<file path="config.mk">
export PLATFORM = sky130hd
export DESIGN_NAME = ccbm_cfg_regs
export DESIGN_NICKNAME = d
export VERILOG_FILES = /design/src/rtl/ccbm_pkg.sv /design/src/rtl/ccbm_cfg_regs.sv
export SDC_FILE = /design/constraint.sdc
export NUM_CORES = 1
export LEC_CHECK = 0
export BUFFER_PORTS_ARGS = -buffer_cell sky130_fd_sc_hd__clkbuf_2
export CAP_MARGIN = 20
export CORE_AREA = 2 2 160 162
export CTS_CLUSTER_SIZE = 12
export DETAILED_ROUTE_END_ITERATION = 7
export DIE_AREA = 0 0 162 164
export PLACE_DENSITY = 0.57
export SETUP_SLACK_MARGIN = 0.5
export SLEW_MARGIN = 20
export SYNTH_ARGS = -nofsm -noshare
export SYNTH_HDL_FRONTEND = slang
export SYNTH_SLANG_ARGS = --single-unit
export TNS_END_PERCENT = 100
</file>
<file path="constraint.sdc">
create_clock -name clk -period 0.9 [get_ports clk]
set_input_delay 0.045 -clock clk [delete_from_list [all_inputs] [get_ports clk]]
set_output_delay 0.045 -clock clk [all_outputs]
set_load 0.005 [all_outputs]
</file>
<file path="src/rtl/ccbm_pkg.sv">
package ccbm_pkg;

    localparam int COORD_FIELD_WIDTH = 32;
    localparam int CFG_INDEX_WIDTH   = 3;
    localparam int CFG_DATA_WIDTH    = 32;
    localparam int COUNT_WIDTH       = 3;

    localparam int DEF_MAX_CELL_VERTICES = 4;
    localparam int DEF_COORD_WIDTH       = 32;

    typedef enum logic [CFG_INDEX_WIDTH-1:0] {
        REG_SHAPE_MODE = 3'd0,
        REG_INVERT     = 3'd1,
        REG_LOW_X      = 3'd2,
        REG_LOW_Y      = 3'd3,
        REG_LOW_Z      = 3'd4,
        REG_HIGH_X     = 3'd5,
        REG_HIGH_Y     = 3'd6,
        REG_HIGH_Z     = 3'd7
    } reg_index_t;

    typedef enum logic {
        SHAPE_BOX    = 1'b0,
        SHAPE_SPHERE = 1'b1
    } shape_t;

    typedef struct packed {
        shape_t shape_mode;
        logic   invert;
    } ctl_t;

    // one tested vertex leaving the region pipeline
    typedef struct packed {
        logic valid;
        logic last;
        logic in_region;
    } test_t;

endpackage

</file>
<file path="src/rtl/ccbm_cfg_regs.sv">
module ccbm_cfg_regs #(
    parameter int COORD_WIDTH = ccbm_pkg::DEF_COORD_WIDTH
) (
    input  logic                                 clk,
    input  logic                                 rst_n,
    input  logic                                 wr_en,
    input  logic [ccbm_pkg::CFG_INDEX_WIDTH-1:0] wr_index,
    input  logic [ccbm_pkg::CFG_DATA_WIDTH-1:0]  wr_data,
    output ccbm_pkg::ctl_t                       ctl,
    output logic signed [COORD_WIDTH-1:0]        low_x,
    output logic signed [COORD_WIDTH-1:0]        low_y,
    output logic signed [COORD_WIDTH-1:0]        low_z,
    output logic signed [COORD_WIDTH-1:0]        high_x,
    output logic signed [COORD_WIDTH-1:0]        high_y,
    output logic signed [COORD_WIDTH-1:0]        high_z
);

    ccbm_pkg::ctl_t               ctl_reg;
    logic signed [COORD_WIDTH-1:0] low_x_reg, low_y_reg, low_z_reg;
    logic signed [COORD_WIDTH-1:0] high_x_reg, high_y_reg, high_z_reg;
    logic signed [COORD_WIDTH-1:0] coord;

    assign coord = wr_data[COORD_WIDTH-1:0];

    always_ff @(posedge clk or negedge rst_n)
    begin
        if (!rst_n)
        begin
            ctl_reg    <= '{shape_mode: ccbm_pkg::SHAPE_BOX, invert: 1'b0};
            low_x_reg  <= '0;
            low_y_reg  <= '0;
            low_z_reg  <= '0;
            high_x_reg <= '0;
            high_y_reg <= '0;
            high_z_reg <= '0;
        end
        else if (wr_en)
        begin
            unique case (ccbm_pkg::reg_index_t'(wr_index))
                ccbm_pkg::REG_SHAPE_MODE: ctl_reg.shape_mode <= ccbm_pkg::shape_t'(wr_data[0]);
                ccbm_pkg::REG_INVERT:     ctl_reg.invert     <= wr_data[0];
                ccbm_pkg::REG_LOW_X:      low_x_reg          <= coord;
                ccbm_pkg::REG_LOW_Y:      low_y_reg          <= coord;
                ccbm_pkg::REG_LOW_Z:      low_z_reg          <= coord;
                ccbm_pkg::REG_HIGH_X:     high_x_reg         <= coord;
                ccbm_pkg::REG_HIGH_Y:     high_y_reg         <= coord;
                ccbm_pkg::REG_HIGH_Z:     high_z_reg         <= coord;
            endcase
        end
    end

    assign ctl    = ctl_reg;
    assign low_x  = low_x_reg;
    assign low_y  = low_y_reg;
    assign low_z  = low_z_reg;
    assign high_x = high_x_reg;
    assign high_y = high_y_reg;
    assign high_z = high_z_reg;

endmodule

</file>
Word level (Yosys, flattened, before mapping)
Cells that the tools add are included.
Widths: inputs -> output; s select.
Storage, ports and cells
  input bits: 38
  logic and storage cells: 24
  output and inout bits: 194
  flip-flop bits (word level): 194
Operators by class
  reductions and logical operators: 9
  equality and inequality tests: 7
Operator list (number)
  $reduce_and 2->1: 8
  $eq 3x3->1 const B: 4
  $eq 3x2->1 const B: 2
  $eq 3x1->1 const B: 1
  $logic_not 3->1: 1

Longest topological paths before layout
Gate-level depths: netlist of run 1.
  word-level depth: 2
  depth in mapped cells: 5
  gate-level depth less buffers: 2

Least setup slack after synthesis of run 1
OpenSTA, ideal clock, no wires.
  path type: input -> register
  start: input wr_index[1] in the netlist's numbering
  end: register low_z_reg[10], in the netlist low_z[10]
  data arrival time: 1.026 ns
  setup time: 0.125 ns
  setup slack: -0.251 ns
  data required time: 0.775 ns
  stages: 5
  path buffers: 3
  cell sequence: buf_4 and4bb_1 buf_6 buf_6 mux2_4
Between the ends
  cells in the longest elaborated chain, start to end: 2
RTL lines
  start: declaration: line ccbm_cfg_regs.sv:7  | input logic [ccbm_pkg::CFG_INDEX_WIDTH-1:0] wr_index,
  $eq 3x3->1: line ccbm_cfg_regs.sv:39  | unique case (ccbm_pkg::reg_index_t'(wr_index))
  $reduce_and 2->1 (no source line)
  end signal: assignment: line ccbm_cfg_regs.sv:44  | ccbm_pkg::REG_LOW_Z: low_z_reg <= coord;
  end: declaration: line ccbm_cfg_regs.sv:19  | logic signed [COORD_WIDTH-1:0] low_x_reg, low_y_reg, low_z_reg;
Every way passes these cells.
A chain may end at the register's enable or synchronous reset.

Worst setup path after layout of run 1
  start: register low_x_reg[22], in the netlist low_x[22]
  end: output low_x[22]
RTL lines
  start: declaration: line ccbm_cfg_regs.sv:19
  start signal: assignment: line ccbm_cfg_regs.sv:42  | ccbm_pkg::REG_LOW_X: low_x_reg <= coord;
  end: declaration: line ccbm_cfg_regs.sv:10  | output logic signed [COORD_WIDTH-1:0] low_x,
No word-level cell between the ends.

==> summary.md, run 1 <==
| Metric | Value |
|---|---|
| Root buffer cell | clkbuf_16 |
| Row count | 58 |
| Worst path bufs/invs | 1 |
| Status | complete, but fails checks |
| First-pass GRT wire length | 31,820 µm |
| Leak Pwr | 6.097 nW |
| Crit path from | low_x[22]$_DFFE_PN0P_ |
| Syn_nets | 458 |
| Initial antenna violation count | 0 |
| CP Max Fanout | 2 |
| Final setup vio count | 198 |
| Final Cell Area | 11,710 µm² |
| Initial cell density of the core | 30.65% |
| TritonCTS clock tree | built |
| Slew Limit Fails | 0 |
| Crit path max-delay family | flip-flops |
| Die Width | 162 µm |
| Footprint of the multi-input gates | 2940 µm² |
| Final worst slack | -0.09889 ns |
| Die Area | 26,570 µm² |
| Worst endpoint required time | 0.85 ns |
| Sw Share | 25.77% |
| RSZ-0062 raised after global routing | yes |
| Skew-Pair Late Insertion Delay | 0.41 ns |
| Antenna diodes | 0 |
| Layout cells sized above 1 | 75.34% |
| # fillers | 2,179 |
| Int Power | 20.30 mW |
| DR vias/cell | 4.360 |
| Commonest non-fill, non-tap cells in the layout | 219 x clkbuf_2, 194 x dfrtp_1, 163 x mux2_4 |
| Die Span Y | 164 µm |
| RD Place Congestion | 0.7734 |
| P per Cell Area | 2334 nW/µm² |
| Worst setup SP type | flop |
| Max clock buf depth | 2 |
| Maximum VDD drop | 1.301 mV |
| Setup CP Type | flop to primary output |
| Yosys reg bits | 194 |
| Synth unique cells | 13 |
| Seq pwr share | 43.5% |
| Initial DRC Count | 165 |
| Fmax | 1001 MHz |
| Max Cap Violations | 0 |
| Yosys warns | 0 |
| Syn-to-layout area delta | 53.99% |
| CP max stage delay | 0.40 ns |
| WL final | 21,630 µm |
| Post-DR wirelength/cell | 19.16 µm |
| Max H-tree Level | 4 |
| Clock transition at path regs | 0.07 ns |
| Worst R2R Path Depth | 3 |
| Worst hold slack | -0.4656 ns |
| Gr ovfl total | 0 |
| WP depth | 1 |
| Clock buffer count from CTS | 17 |
| Post-route setup TNS | -13.36 ns |
| Clock sinks | 194 |
| Tot GR Track Use | 15.86% |
| IO Pins | 232 |
| Core Box Area | 24,820 µm² |
| Crit path arrival time | 0.95 ns |
| Clock power frac | 28.0% |
| Hold crit path type | primary input to asynchronous set/reset pin |
| Cell Area, Synth | 7606 µm² |
| Synth Instances | 420 |
| Tcrit/Tclk final | 111.0% |
| Switching pwr | 7.046 mW |
| Launch point of the worst reg-to-reg path | low_x[26]$_DFFE_PN0P_ |
| Clk_skew | 0 ns |
| Failing checks | negative hold slack, negative setup slack |
| Comb pwr share | 28.6% |
| Critical Path Sink Type | primary output |
| Vias in the first global route | 5,244 |
| Crit path max-delay cell type | dfrtp_1 |
| Residual DRC | 0 |
| Total Power | 27.34 mW |
| Commonest non-fill, non-tap cell in the layout | clkbuf_2 |
| Pre-Repair DR Iteration Count | 4 |
| Relative slew margins | 77.37% |
| Detail Route Antenna Nets | 0 |
| Register Area | 4855 µm² |
| Seq/Total Area, Yosys | 63.83% |
| Crit path time final | 0.9989 ns |
| Port bufs | 231 |
| Placed cell area | 9452 µm² |
| Slew of the pin with the lowest slew margin | 0.3395 ns |
| Largest net degree at the start of global routing | 42 |
| Hpwl dp | 13,730 µm |
| Final hold vios | 376 |
| Syn Area/Cell | 18.11 µm² |
| Final nets | 827 |
| Vias | 4,922 |
| Worst-path cell chain | clkbuf_2 |
==> power groups by stage <==
stage	logic [mW]	clock network (mW)	registers, mW
after floorplan	2.30	0	11.9
after global placement	5.29	0	11.8
after detailed placement	5.40	0	11.9
after CTS	6.81	7.86	11.8
after global routing	8.36	8.24	12.1
final	7.81	7.65	11.9
==> final timing paths <==
| check | end | slack [ns] |
|---|---|---|
| worst min-delay path | high_y[30]$_DFFE_PN0P_ | -0.47 |
| max in group asynchronous | low_z[5]$_DFFE_PN0P_ | 0.83 |
| worst min register to register | low_y[26]$_DFFE_PN0P_ | 0.51 |
| worst max register to register | low_x[26]$_DFFE_PN0P_ | -0.08 |
| min in group clk | low_z[17]$_DFFE_PN0P_ | -0.06 |
| worst max-delay path | low_x[22] | -0.1 |
==> area by class of cell <==
type / instances / area share [%]
Sequential cell: 194 / 41.45
Multi-Input combinational cell: 202 / 25.10
Timing Repair Buffer: 374 / 24.95
Clock buffer: 18 / 3.664
Tap cell: 330 / 3.525
Clock inverter: 11 / 1.303
==> logic make-up (layout without fill, tap and decap cells) <==
group	count (synthesis)	count (layout)	share of synthesized area (%)
buffers and inverters	24	403	2.813
DFF	194	194	63.83
muxes	194	194	31.68
and+or+nand+nor	8	8	1.678
==> synth_stat cells <==
cell type	instances	share of area [%]
buf_4	2	0.20
nand4_2	1	0.16
mux2_4	60	12
nor4b_1	1	0.12
buf_6	7	1.0
mux2_2	126	19
buf_12	3	0.79
nand4b_4	3	0.94
buf_2	12	0.79
and4bb_1	2	0.33
mux2_1	8	1.2
dfrtp_1	194	64
nor4bb_1	1	0.13
==> routing by layer <==
layer  part of all wire [%]  vias to the layer above  global-route usage (%)
li1                       -                     2221                       -
met1                     42                     2538                   19.47
met2                     51                      138                   27.68
met3                    4.7                       25                   3.838
met4                    1.8                        0                   4.827
met5                      0                        -                       0
==> metrics by stage <==
step	std cells	hold slack (ns)	util, %	worst slack, ns
after floorplan	420	-0.2506	-	-0.2213
after global placement	990	-0.02210	38.08	-0.3242
after detailed placement	990	-0.01902	38.08	-0.3566
after CTS	1091	-0.4771	44.72	-0.1155
after global routing	1129	-0.4766	47.19	-0.1358
final	1129	-0.4656	47.19	-0.09889
==> timing repair <==
action,4_1_cts,5_1_grt
endpoints found under the hold margin,388,385
resized for setup,92,100
pin swaps,2,3
gates cloned,7,0
buffers inserted,65,38
setup endpoints to repair,388,388
No activity file was read; power rests on OpenSTA's default activity.
==> run 2, diff against run 1 <==
==> constraint.sdc (replaced) <==
create_clock -name clk -period 1.2 [get_ports clk]
set_input_delay 0.06 -clock clk [delete_from_list [all_inputs] [get_ports clk]]
set_output_delay 0.06 -clock clk [all_outputs]
set_load 0.005 [all_outputs]
==> run 2 against run 1 <==
The run ends with negative hold slack left. Register-to-register slack improved by 0.28 ns. Flip-flop and latch count did not move. Worst hold slack improved by 0.43 ns. Routed wire length rose by 11%. First-iteration DRC count rose by 32%. Sequential power fell by 25%. Critical path type unchanged. Combinational power fell by 22%.
==> summary.md, run 2 (same netlist as run 1, synthesis figures left out) <==
| Metric | Value |
|---|---|
| Residual DRC | 0 (unchanged) |
| Core Box Area | 24,820 µm² (unchanged) |
| Fmax | 954.2 MHz |
| Crit path time final | 1.048 ns |
| Initial DRC Count | 217 (+32%) |
| Worst setup SP type | flop |
| Slew Limit Fails | 0 (unchanged) |
| Die Width | 162 µm (unchanged) |
| Gr ovfl total | 0 (unchanged) |
| Max clock buf depth | 2 (unchanged) |
| Status | complete, but fails checks |
| Critical Path Sink Type | primary output |
| Worst R2R Path Depth | 3 (unchanged) |
| Skew-Pair Late Insertion Delay | 0.42 ns (about the same) |
| Worst path bufs/invs | 1 (unchanged) |
| Clk_skew | 0 ns (unchanged) |
| WL final | 23,910 µm (+11%) |
| Final hold vios | 55 (-85%) |
| Hold EP | low_x[2]$_DFFE_PN0P_ |
| Final nets | 878 (+6.2%) |
| Max Cap Violations | 0 (unchanged) |
| Slew of the pin with the lowest slew margin | 0.2484 ns (-0.09111 ns) |
| Final setup vio count | 0 (-100%) |
| Setup CP Type | flop to primary output |
| CP max stage delay | 0.41 ns (about the same) |
| First-pass GRT wire length | 34,130 µm (+7.3%) |
| Post-CTS Hold Buffers | 20 |
| Hold path startpoint | wr_data[2] |
| Hpwl dp | 13,520 µm (-1.6%) |
| Clock power frac | 29.6% (+1.6 points) |
| RSZ-0062 raised after global routing | yes |
| Clock buffer count from CTS | 17 (unchanged) |
| Maximum VDD drop | 0.8174 mV (-37%) |
| Post-DR wirelength/cell | 20.21 µm (+5.5%) |
| Largest net degree at the start of global routing | 46 (+9.5%) |
| Crit path max-delay family | flip-flops |
| WP depth | 1 (unchanged) |
| CP Max Fanout | 2 (unchanged) |
| Failing checks | negative hold slack |
| Int Power | 15.70 mW (-23%) |
| Worst R2R End | low_x[10]$_DFFE_PN0P_ |
| Launch point of the worst reg-to-reg path | low_x[10]$_DFFE_PN0P_ |
| Die Area | 26,570 µm² (unchanged) |
| Antenna diodes | 0 (unchanged) |
| Worst reg-to-reg setup slack | 0.20 ns (+0.28 ns) |
| Hold crit path type | primary input to flop |
| Tot GR Track Use | 17.28% (+1.4 points) |
| Relative slew margins | 83.44% (+6.1 points) |
| Worst endpoint required time | 1.14 ns (+0.29 ns) |
| Finished Layout Cells | 1,183 (+4.8%) |
| Port bufs | 231 (unchanged) |
| Syn-to-layout area delta | 65.01% |
| Max H-tree Level | 4 (unchanged) |
| Worst-path cell chain | buf_2 |
| Crit path arrival time | 0.99 ns (+0.04 ns) |
| Commonest non-fill, non-tap cells in the layout | 214 x clkbuf_2, 194 x dfrtp_1, 152 x mux2_4 |
| Hold path depth | 2 |
| Comb pwr share | 28.5% (about the same) |
| Placed cell count | 985 (-0.51%) |
| Vias in the first global route | 5,446 (+3.9%) |
| Final Cell Area | 12,550 µm² (+7.2%) |
| Leak Pwr | 6.467 nW (+6.1%) |
| Clock sinks | 194 (unchanged) |
| Seq pwr share | 41.8% (-1.7 points) |
| Crit path max-delay cell type | dfrtp_1 |
| RD Place Congestion | 0.7576 (-2.0%) |
| Commonest non-fill, non-tap cell in the layout | clkbuf_2 |
| Layout cells sized above 1 | 74.79% (-0.55 points) |
| Placed cell area | 9402 µm² (-0.53%) |
| Worst hold slack | -0.03673 ns (+0.4289 ns) |
| P per Cell Area | 1699 nW/µm² (-27%) |
| Tcrit/Tclk final | 87.33% |
| # fillers | 2,140 (-1.8%) |
| Root buffer cell | clkbuf_16 |
| DR vias/cell | 4.385 (+0.57%) |
| Row count | 58 (unchanged) |
| Pre-Repair DR Iteration Count | 5 (+1) |
| Detail Route Antenna Nets | 0 (unchanged) |
| Initial cell density of the core | 30.65% (unchanged) |
| Sw Share | 26.37% (+0.60 points) |
| TritonCTS clock tree | built |
| Switching pwr | 5.622 mW (-20%) |
| Vias | 5,187 (+5.4%) |
| IO Pins | 232 (unchanged) |
| Clock transition at path regs | 0.08 ns (about the same) |
| Initial antenna violation count | 0 (unchanged) |
| Die Span Y | 164 µm (unchanged) |
[run 2: worst max-delay path by stage]
stage	slack, ns	start	to
final	0.15	low_x[10]$_DFFE_PN0P_	low_x[10]
after global routing	0.12	low_x[10]$_DFFE_PN0P_	low_x[10]
after CTS	0.16	high_z[23]$_DFFE_PN0P_	high_z[23]
after detailed placement	-0.09	wr_index[0]	low_x[16]$_DFFE_PN0P_
after global placement	-0.07	wr_index[0]	low_x[16]$_DFFE_PN0P_
after floorplan	0.06	wr_index[1]	low_z[10]$_DFFE_PN0P_
[run 2: worst reg2reg max path, delay by kind of cell (launching register included)]
kind	cells	cell delay (ns)
flip-flops	1	0.41
buffers and inverters	2	0.22
multiplexers	1	0.26
[run 2: stage by stage]
step	util, %	setup slack, ns	TNS [ns]	hold WS, ns	power, mW
after global placement	37.88	-0.07298	-0.9247	0.0001598	12.82
after global routing	50.57	0.1230	0	-0.04730	22.32
after detailed placement	37.88	-0.09341	-2.082	-0.001006	12.97
after CTS	47.12	0.1579	0	-0.06196	20.46
final	50.57	0.1520	0	-0.03673	21.32
after floorplan	-	0.06372	0	-0.2356	10.64
[run 2: timing repair]
action | CTS | global route
hold endpoints to repair | 387 | 68
buffers inserted | 68 | 61
cloned | 15 | 2
gates resized for setup | 112 | 101
pin swaps | 5 | 2
setup endpoints to repair | 388 | 494
[run 2: metal layers]
layer	vias to the layer above	track usage [%]	wire length, µm
li1	2330	-	-
met1	2702	21.41	9890
met2	134	30.00	12500
met3	21	4.167	1063
met4	0	5.149	446
met5	-	0	0
[run 2: cell type report]
| class | count | area [µm²] | share of cell area, % |
|---|---|---|---|
| multi-input combinational | 202 | 2929 | 23.34 |
| timing repair buffer | 425 | 3707 | 29.54 |
| clock buffer | 18 | 429.2 | 3.419 |
| tap | 330 | 412.9 | 3.290 |
| sequential | 194 | 4855 | 38.68 |
| clock inverter | 14 | 217.7 | 1.735 |
[run 2: power groups by stage]
stage / combinational [mW] / sequential [mW] / clock, mW
floorplan: 1.73 / 8.91 / 0
global placement: 3.95 / 8.87 / 0
detailed placement: 4.04 / 8.93 / 0
CTS: 5.15 / 8.83 / 6.48
global route: 6.51 / 9.07 / 6.75
finish: 6.09 / 8.92 / 6.32
