**config.mk**
```make
export PLATFORM = sky130hd
export DESIGN_NAME = ccbm_cell_accum
export DESIGN_NICKNAME = d
export VERILOG_FILES = /design/src/rtl/ccbm_pkg.sv /design/src/rtl/ccbm_cell_accum.sv
export SDC_FILE = /design/constraint.sdc
export NUM_CORES = 1
export LEC_CHECK = 0
export BUFFER_PORTS_ARGS = -buffer_cell sky130_fd_sc_hd__buf_2
export CAP_MARGIN = 20
export CELL_PAD_IN_SITES_DETAIL_PLACEMENT = 0
export CELL_PAD_IN_SITES_GLOBAL_PLACEMENT = 1
export CORE_AREA = 2 2 39 41
export CTS_CLUSTER_SIZE = 8
export DETAILED_ROUTE_END_ITERATION = 6
export DIE_AREA = 0 0 41 43
export HOLD_SLACK_MARGIN = 0.02
export PLACE_DENSITY = 0.62
export REMOVE_ABC_BUFFERS = 1
export SYNTH_ARGS = -nofsm -noshare
export SYNTH_HDL_FRONTEND = slang
export SYNTH_SLANG_ARGS = --single-unit
export TNS_END_PERCENT = 1
```
**constraint.sdc**
```tcl
create_clock -name clk -period 3.6 [get_ports clk]
set_input_delay 0.36 -clock clk [delete_from_list [all_inputs] [get_ports clk]]
set_output_delay 0.36 -clock clk [all_outputs]
set_load 0.1 [all_outputs]
```
**src/rtl/ccbm_pkg.sv**
```systemverilog
package ccbm_pkg;

    localparam int COORD_FIELD_WIDTH = 32;
    localparam int CFG_INDEX_WIDTH   = 3;
    localparam int CFG_DATA_WIDTH    = 32;
    localparam int COUNT_WIDTH       = 3;

    localparam int DEF_MAX_CELL_VERTICES = 4;
    localparam int DEF_COORD_WIDTH       = 32;

    typedef enum logic [CFG_INDEX_WIDTH-1:0] {
        REG_SHAPE_MODE = 3'd0,
        REG_INVERT     = 3'd1,
        REG_LOW_X      = 3'd2,
        REG_LOW_Y      = 3'd3,
        REG_LOW_Z      = 3'd4,
        REG_HIGH_X     = 3'd5,
        REG_HIGH_Y     = 3'd6,
        REG_HIGH_Z     = 3'd7
    } reg_index_t;

    typedef enum logic {
        SHAPE_BOX    = 1'b0,
        SHAPE_SPHERE = 1'b1
    } shape_t;

    typedef struct packed {
        shape_t shape_mode;
        logic   invert;
    } ctl_t;

    // one tested vertex leaving the region pipeline
    typedef struct packed {
        logic valid;
        logic last;
        logic in_region;
    } test_t;

endpackage

```
**src/rtl/ccbm_cell_accum.sv**
```systemverilog
module ccbm_cell_accum #(
    parameter int MAX_CELL_VERTICES = ccbm_pkg::DEF_MAX_CELL_VERTICES
) (
    input  logic                             clk,
    input  logic                             rst_n,
    input  ccbm_pkg::test_t                  test,
    input  logic                             invert,
    input  logic                             out_ready,
    output logic                             advance,
    output logic                             out_valid,
    output logic                             mask_value,
    output logic [ccbm_pkg::COUNT_WIDTH-1:0] inside_count
);

    localparam logic [ccbm_pkg::COUNT_WIDTH-1:0] COUNT_MAX =
        ccbm_pkg::COUNT_WIDTH'(MAX_CELL_VERTICES);

    logic                             all_inside_reg, all_inside_next;
    logic [ccbm_pkg::COUNT_WIDTH-1:0] hit_count_reg, hit_count_next;
    logic                             out_valid_reg, out_valid_next;
    logic                             mask_reg;
    logic [ccbm_pkg::COUNT_WIDTH-1:0] count_reg;
    logic                             cell_all;
    logic [ccbm_pkg::COUNT_WIDTH-1:0] cell_count;
    logic                             take;

    assign advance = !out_valid_reg || out_ready;
    assign take    = advance && test.valid;

    always_comb
    begin
        cell_all   = all_inside_reg && test.in_region;
        cell_count = (test.in_region && (hit_count_reg < COUNT_MAX))
                   ? hit_count_reg + 1'b1 : hit_count_reg;

        all_inside_next = all_inside_reg;
        hit_count_next  = hit_count_reg;
        out_valid_next  = out_valid_reg && !out_ready;
        if (take)
        begin
            if (test.last)
            begin
                all_inside_next = 1'b1;
                hit_count_next  = '0;
                out_valid_next  = 1'b1;
            end
            else
            begin
                all_inside_next = cell_all;
                hit_count_next  = cell_count;
            end
        end
    end

    always_ff @(posedge clk or negedge rst_n)
    begin
        if (!rst_n)
        begin
            all_inside_reg <= 1'b1;
            hit_count_reg  <= '0;
            out_valid_reg  <= 1'b0;
        end
        else
        begin
            all_inside_reg <= all_inside_next;
            hit_count_reg  <= hit_count_next;
            out_valid_reg  <= out_valid_next;
        end
    end

    always_ff @(posedge clk)
    begin
        if (take && test.last)
        begin
            mask_reg  <= cell_all ^ invert;
            count_reg <= cell_count;
        end
    end

    assign out_valid    = out_valid_reg;
    assign mask_value   = mask_reg;
    assign inside_count = count_reg;

endmodule

```
Word level (Yosys, flattened, before mapping)
Cells that the tools add are included.
{"block": "word_totals", "wordCells": 21, "ff_bits": 9, "output_inout_bits": 6, "inputBits": 7}
{"block": "op_classes", "n_addsub": 1, "n_bitwise": 1, "muxes": 5, "reduce_logical": 8, "order_cmp": 1}
{"operator": "$mux W3", "count": 2}
{"operator": "$logic_and A1 B1 Y1", "count": 5}
{"operator": "$add A3 B1 Y3 const B", "count": 1}
{"operator": "$lt A3 B3 Y1 const B", "count": 1}
{"operator": "$mux W1", "count": 3}
{"operator": "$logic_not A1 Y1", "count": 2}
{"operator": "$logic_or A1 B1 Y1", "count": 1}
{"operator": "$xor A1 B1 Y1", "count": 1}

Longest topological paths before layout
Gate-level depths: netlist (run 1).
{"block": "logic_depth", "ltp_word": 4, "depth_mapped": 4, "depth_no_buf": 3}

Least setup slack after synthesis (run 1)
OpenSTA, ideal clock, no wires.
{"block": "synth_path", "path_type": "register -> register", "startpoint": "register out_valid_reg (netlist: out_valid)", "endpoint": "register count_reg (netlist bit inside_count[0]) (enable)", "setup_time_ns": 0.297, "required_ns": 3.303, "arrival_time_ns": 1.444, "period_less_slack_ns": 1.741, "slack_ns": 1.859, "n_path_buf": 1, "path_stages_with_launch": 4, "cell_sequence": "dfrtp_1 > nand2b_4 > buf_6 > and3_4"}
{"block": "synth_between", "elab_chain_cells": 4}
{"element": "start, declared", "line": "ccbm_cell_accum.sv:20", "text": "logic out_valid_reg, out_valid_next;"}
{"element": "start signal, assigned", "line": "ccbm_cell_accum.sv:67", "text": "out_valid_reg <= out_valid_next;"}
{"element": "$logic_not A1 Y1", "line": "ccbm_cell_accum.sv:27", "text": "assign advance = !out_valid_reg || out_ready;"}
{"element": "$logic_or A1 B1 Y1", "line": "ccbm_cell_accum.sv:27"}
{"element": "via advance", "line": "ccbm_cell_accum.sv:9", "text": "output logic advance,"}
{"element": "$logic_and A1 B1 Y1", "line": "ccbm_cell_accum.sv:28", "text": "assign take = advance && test.valid;"}
{"element": "$logic_and A1 B1 Y1", "line": "ccbm_cell_accum.sv:73", "text": "if (take && test.last)"}
{"element": "end signal, assigned", "line": "ccbm_cell_accum.sv:76", "text": "count_reg <= cell_count;"}
{"element": "end, declared", "line": "ccbm_cell_accum.sv:22", "text": "logic [ccbm_pkg::COUNT_WIDTH-1:0] count_reg;"}
The timed path passes the listed nets, and every way through them passes these cells.
A chain may end at the register's enable or synchronous reset.

Final worst setup path (run 1)
{"block": "layout_path", "startpoint": "register out_valid_reg (netlist: out_valid)", "endpoint": "output advance"}
{"block": "layout_between", "elab_chain_cells": 2}
{"element": "$logic_not A1 Y1", "line": "ccbm_cell_accum.sv:27"}
{"element": "$logic_or A1 B1 Y1", "line": "ccbm_cell_accum.sv:27"}
{"element": "end, declared", "line": "ccbm_cell_accum.sv:9"}
Every way passes these cells.

==> results of run 1 <==
==> power breakdown <==
part / switching (uW) / internal [uW]
clock network: 36.1 / 42.8
registers: 6.46 / 121
logic: 53.3 / 20.5
total: 95.9 / 184
==> cell type report <==
class | instances | share of cell area, %
flip-flops and latches | 9 | 47.0
multi-input cells | 19 | 29.4
repair buffers | 13 | 13.4
clock buffers | 4 | 5.01
well taps | 16 | 3.82
inverters | 2 | 1.43
==> metal layers <==
| layer | global-route usage (%) | up-vias | part of all wire (%) |
|---|---|---|---|
| met5 | 0 | - | 0 |
| met4 | 10.0 | 0 | 0 |
| met3 | 5.24 | 0 | 7.3 |
| met2 | 18.1 | 11 | 55 |
| met1 | 11.8 | 146 | 38 |
| li1 | - | 140 | - |
==> worst reg2reg max path, stage by stage, from the launching register on <==
cell and delay, ns:
dfrtp_1 0.41, ha_1 0.31, mux2i_1 0.20, inv_1 0.06
==> metrics by stage <==
step / util (%) / setup slack [ns] / hold WS (ns)
global route: 37.9 / 1.97 / 0.358
finish: 37.9 / 2.02 / 0.332
detailed placement: 35.3 / 2.22 / 0.178
CTS: 37.9 / 2.02 / 0.334
floorplan: - / 1.69 / 0.0644
global placement: 35.3 / 2.24 / 0.177
==> cells by family (layout without fill, tap and decap cells) <==
logic type,count (synthesis),count (layout),synth area share [%]
AO/OA/AOI/OAI,5,5,9.85
XOR/XNOR,2,2,4.18
adder cells (fa/ha/maj),1,1,2.98
buffers and inverters,3,19,4.48
flip-flops,9,9,58.8
multiplexers,1,1,2.39
AND/OR/NAND/NOR,10,10,17.3
==> cell usage after synthesis <==
cell | number | area share, %
a21o_1 | 2 | 3.6
a41oi_1 | 1 | 2.1
and3_4 | 1 | 2.7
buf_6 | 1 | 2.7
dfrtp_1 | 4 | 24
dfstp_2 | 1 | 6.3
edfxtp_1 | 4 | 29
ha_1 | 1 | 3.0
inv_1 | 2 | 1.8
mux2i_1 | 1 | 2.4
nand2_1 | 4 | 3.6
nand2b_4 | 1 | 3.3
nand3b_1 | 2 | 3.6
nor2_1 | 1 | 0.89
nor2b_4 | 1 | 3.3
o2bb2ai_1 | 2 | 4.2
xnor2_1 | 2 | 4.2
==> cell usage in the layout (no fill, tap or decap) <==
cell type / count
xnor2_1: 2
dfrtp_1: 4
clkbuf_4: 3
nor2b_4: 1
a21o_1: 2
clkbuf_1: 1
buf_2: 12
and3_4: 1
edfxtp_1: 4
nand3b_1: 2
nor2_1: 1
dlygate4sd3_1: 1
o2bb2ai_1: 2
nand2_1: 4
ha_1: 1
dfstp_2: 1
inv_1: 2
mux2i_1: 1
nand2b_4: 1
a41oi_1: 1
==> how the worst min path moves through the flow <==
stage | endpoint | slack [ns] | depth (start not counted)
after CTS | out_valid | 0.33 | 3
after global placement | out_valid | 0.18 | 1
final | out_valid | 0.33 | 3
after detailed placement | hit_count_reg[2] | 0.18 | 1
after floorplan | hit_count_reg[0] | 0.06 | 0
after global routing | out_valid | 0.36 | 3
==> metrics.md, run 1 <==
| Metric | Value |
|---|---|
| Number of synthesized register bits | 9 |
| Total Routing Usage GR | 12.0% |
| Number of CTS-inserted buffers | 3 |
| CP max-delay cell | buf_2 |
| Detailed-route via count | 297 |
| Finished layout cell area | 524 um2 |
| Leakage power | between 0.0002 and 0.0003 uW |
| Total power | 280 uW |
| Total gr overflow | 0 |
| DR vias/cell | 4.71 |
| Post-layout min period | about 1.6 ns |
| Unique masters post-synth | 17 |
| Flop2flop setup slack | 2.39 ns |
| Multi-input gate area | 154 um2 |
| Post_cts resized | 0 |
| Critical Path Start | out_valid |
| Register area share after synthesis | 58.8% |
| Sink Count | 9 |
| Global-route wire length before repair | 1370 um |
| Startpoint Class | flop |
| Row count | 14 |
| Area grow syn2layout | 25.1% |
| Final ANT Viol Nets | 0 |
| # diodes | 0 |
| Drt pass-1 iters | 2 |
| Avg Inst Size Synth | 13.5 um2 |
| H-tree depth | 1 |
| Worst Path Required | 3.24 ns |
| PortBufs | 12 |
| Final Skew | approximately 0.0025 ns |
| Total Nets Final | 56 |
| Worst r2r src | hit_count_reg[0] |
| Post-DP HPWL | slightly above 600 um |
| Placed cells | 58 |
| Max clock buf depth | 2 |
| Type of the worst setup path | reg -> out |
| Post-Syn Area | 419 um2 |
| Filler cell count | ~150 |
| Root buf cell | clkbuf_4 |
| Post-Syn Instances | 31 |
| TritonCTS clock tree | done |
| Reg clk slew, reported paths | ~0.06 ns |
| CP endpoint | advance |
| Total Wirelength | a little under 800 um |
| Layout cells sized above 1 | 40.4% |
| Worst VDD drop | between 150 and 200 uV |
| CP endpoint kind | output port |
| Initial antenna violation count | 0 |
| Levels on crit path | 2 |
| Die H | 43 um |
| Pins Over Slew Limit | 0 |
| Starting Density | 30.3% |
| CP peak stage delay | about 0.43 ns |
| Total core area | roughly 1400 um2 |
| Die ar. | roughly 1800 um2 |
| Sequential Area | around 250 um2 |
| Initial DRC count | 5 |
| DRC viols | 0 |
| Worst EP arrival | 1.22 ns |
| Clk Latency, worst-skew pair | 0.26 ns |
| Max Clock Freq | 0.632 GHz |
| Status | completed |
| Worst hold path type | in -> reg |
| Io pins | 13 |
| Bufs and invs on worst path | 1 |
| Final setup TNS | 0 ns |
| Slew HR | between 60 and 70% |
| Die Wd | 41 um |
| Post CTS Setup Buffer Count | 0 |
| RD Place Congestion | 0.728 |
| Largest net degree at the start of global routing | 8 |
| Worst Hold Launch | test[1] |
| Ys Warns | 0 |
| CP Max Fanout | 7 |
| Final setup violating endpoints | 0 |
| Hold-fix buffers, CTS | 1 |
| Final period util | a little over two fifths |
| Measured slew at the worst slew-check pin | 0.488 ns |
| PwrDens | 534 nW/um2 |
| Top Family by Delay on Critical Path | buffers and inverters |
| Critical path cell sequence | nand2b_4 -> buf_2 |
| Vias in the first global route | between 300 and 400 |
| Fin cells | 63 |
| Max-cap viol count | 0 |
| Final Hold Fails | 0 |
| Placed instance area | around 490 um2 |
| R2R depth | 3 |
| Routed length per placed instance | 12.4 um |
| Critical R2R Capture | inside_count[1] |
| RSZ-0062 raised after global routing | no |
(Power assumes the default switching activity.)
==> run 2: changes to the inputs <==
--- a/config.mk
+++ b/config.mk
@@ -9,12 +9,11 @@
 export CAP_MARGIN = 20
 export CELL_PAD_IN_SITES_DETAIL_PLACEMENT = 0
 export CELL_PAD_IN_SITES_GLOBAL_PLACEMENT = 1
-export CORE_AREA = 2 2 39 41
+export CORE_UTILIZATION = 32
 export CTS_CLUSTER_SIZE = 8
 export DETAILED_ROUTE_END_ITERATION = 6
-export DIE_AREA = 0 0 41 43
 export HOLD_SLACK_MARGIN = 0.02
-export PLACE_DENSITY = 0.62
+export PLACE_DENSITY = 0.65
 export REMOVE_ABC_BUFFERS = 1
 export SYNTH_ARGS = -nofsm -noshare
 export SYNTH_HDL_FRONTEND = slang
==> constraint.sdc (replaced) <==
create_clock -name clk -period 1.3 [get_ports clk]
set_input_delay 0.13 -clock clk [delete_from_list [all_inputs] [get_ports clk]]
set_output_delay 0.13 -clock clk [all_outputs]
set_load 0.1 [all_outputs]
==> run 2 against run 1 <==
Compared with the run above: utilization up 8.5 points; flip-flop and latch count is the same; clock-buffer cell count is the same; register-to-register slack worse by 2.3 ns; critical path type unchanged.
==> metrics.md, run 2 (same netlist as run 1, synthesis figures left out) <==
| Metric | Value |
|---|---|
| Worst hold path type | in -> reg (unchanged) |
| Io pins | 13 (unchanged) |
| Layout cells sized above 1 | 40.4% (unchanged) |
| Vias in the first global route | 264 (was 326) |
| Initial antenna violation count | 0 (unchanged) |
| Die ar. | 1460 um2 (was 1760 um2) |
| Total power | 775 uW (was 280 uW) |
| Root buf cell | clkbuf_4 (unchanged) |
| Pins Over Slew Limit | 0 (unchanged) |
| Detailed-route via count | 284 (was 297) |
| Final Skew | 0.00343 ns (was 0.00247 ns) |
| Slew HR | 68.0% (was 67.7%) |
| Top Family by Delay on Critical Path | buffers and inverters (unchanged) |
| PwrDens | 1440 nW/um2 (was 534 nW/um2) |
| Die H | 38.2 um (was 43 um) |
| Max-cap viol count | 0 (unchanged) |
| CP max-delay cell | buf_2 (unchanged) |
| CP Max Fanout | 2 (was 7) |
| RSZ-0062 raised after global routing | no (unchanged) |
| Row count | 12 (was 14) |
| Post CTS Setup Buffer Count | 0 (unchanged) |
| Max Clock Freq | a little over 0.8 GHz |
| PortBufs | 12 (unchanged) |
| Routed length per placed instance | 10.8 um (was 12.4 um) |
| DRC viols | 0 (unchanged) |
| Final setup violating endpoints | 0 (unchanged) |
| Max clock buf depth | 2 (unchanged) |
| CP endpoint kind | output port (unchanged) |
| Most common cell after layout, fill and taps aside | buf_2 (unchanged) |
| Measured slew at the worst slew-check pin | 0.484 ns (was 0.488 ns) |
| Type of the worst setup path | reg -> out (unchanged) |
| Worst Hold Launch | test[1] (unchanged) |
| Clk Latency, worst-skew pair | 0.26 ns (about the same) |
| Final Hold Fails | 0 (unchanged) |
| Worst r2r src | hit_count_reg[0] (unchanged) |
| Reg clk slew, reported paths | 0.06 ns (about the same) |
| Startpoint Class | flop (unchanged) |
| TritonCTS clock tree | done (unchanged) |
| DR vias/cell | 4.66 (was 4.71) |
| Total Routing Usage GR | 11.2% (was 12.0%) |
| Final period util | 92.8% |
| Worst Path Required | 1.17 ns (was 3.24 ns) |
| Total Nets Final | 56 (unchanged) |
| H-tree depth | 1 (unchanged) |
| Commonest cells after routing, fill and taps aside | buf_2 (11), nand2_1 (4), dfrtp_1 (4), edfxtp_1 (4), clkbuf_4 (3) (was buf_2 (12), nand2_1 (4), dfrtp_1 (4), edfxtp_1 (4), clkbuf_4 (3)) |
| Total core area | 1160 um2 (was 1380 um2) |
| Initial DRC count | 9 (was 5) |
| Area grow syn2layout | 28.1% (was 25.1%) |
| Status | completed (unchanged) |
| Worst VDD drop | 463 uV (was 186 uV) |
| CP peak stage delay | 0.44 ns (was 0.43 ns) |
| RD Place Congestion | 0.765 (was 0.728) |
| Starting Density | 36.3% (was 30.3%) |
| Critical path cell sequence | buf_2 (was nand2b_4 -> buf_2) |
| Leakage power | 0.000269 uW (was 0.000262 uW) |
| Worst EP arrival | 1.08 ns (was 1.22 ns) |
| Post_cts resized | 0 (unchanged) |
| Filler cell count | 111 (was 153) |
| Bufs and invs on worst path | 1 (unchanged) |
| Setup WS post-layout | 0.0941 ns (was 2.02 ns) |
| Total gr overflow | 0 (unchanged) |
| Drt pass-1 iters | 2 (unchanged) |
| Sequential Area | 246 um2 (unchanged) |
| Largest net degree at the start of global routing | 8 (unchanged) |
| Post-DP HPWL | 495 um (was 620 um) |
| Critical Path Start | out_valid (unchanged) |
| Global-route wire length before repair | 1050 um (was 1370 um) |
| Final ANT Viol Nets | 0 (unchanged) |
| Number of CTS-inserted buffers | 3 (unchanged) |
| Post-place setup slack | 0.108 ns (was 2.22 ns) |
| Multi-input gate area | 154 um2 (unchanged) |
| # diodes | 0 (unchanged) |
| Post-layout min period | 1.21 ns |
| Sink Count | 9 (unchanged) |
| Total Wirelength | 658 um (was 784 um) |
| Die Wd | 38.2 um (was 41 um) |
run 2: cell counts in the layout (fill, tap and decap cells not counted):
Identical to the previous run, type by type.
run 2: what timing repair did:
action / in CTS / in global routing
hold buffers: 1 / 0
hold endpoints to repair: 5 / 0
setup endpoints to repair: 0 / 0
run 2: path summary, 6_finish.rpt:
| check | end | cells after the start | slack (ns) |
|---|---|---|---|
| max | out_valid | 1 | 0.09 |
| min | out_valid | 3 | 0.11 |
| max reg2reg | inside_count[1] | 3 | 0.11 |
| min reg2reg | all_inside_reg | 1 | 0.51 |
| max in group asynchronous | all_inside_reg | 2 | 0.87 |
| min in group asynchronous | hit_count_reg[0] | 2 | 0.21 |
run 2: through the flow:
stage	instance area [um2]	setup TNS, ns	util (%)	hold WS [ns]	cells
finish	537	0	46.4	0.106	61
global route	537	0	46.4	0.139	61
CTS	537	0	46.4	0.101	61
detailed placement	500	0	43.3	-0.0490	56
global placement	500	0	43.3	-0.0514	56
floorplan	408	-4.81	-	-0.166	30
run 2: power breakdown:
group | internal [uW] | switching [uW] | leakage [uW]
combinational | 63.1 | 147 | 0.000153
sequential | 335 | 17.5 | 0.000101
clock | 118 | 94.6 | 0.0000150
total | 516 | 259 | 0.000269
run 2: final cells by class:
cell class	instances	area share, %
clock buffers	4	4.90
well taps	14	3.26
multi-input cells	19	28.7
inverters	2	1.40
flip-flops and latches	9	45.9
repair buffers	13	15.9
run 2: metal layers:
layer  part of all wire, %  global-route usage (%)  vias up  routed length [um]
met5                     0                       0        -                   0
li1                      -                       -      141                   -
met4                   2.1                    8.04        0                  14
met2                    45                    16.5       12                 293
met1                    45                    13.4      129                 299
met3                   7.6                    4.07        2                  50
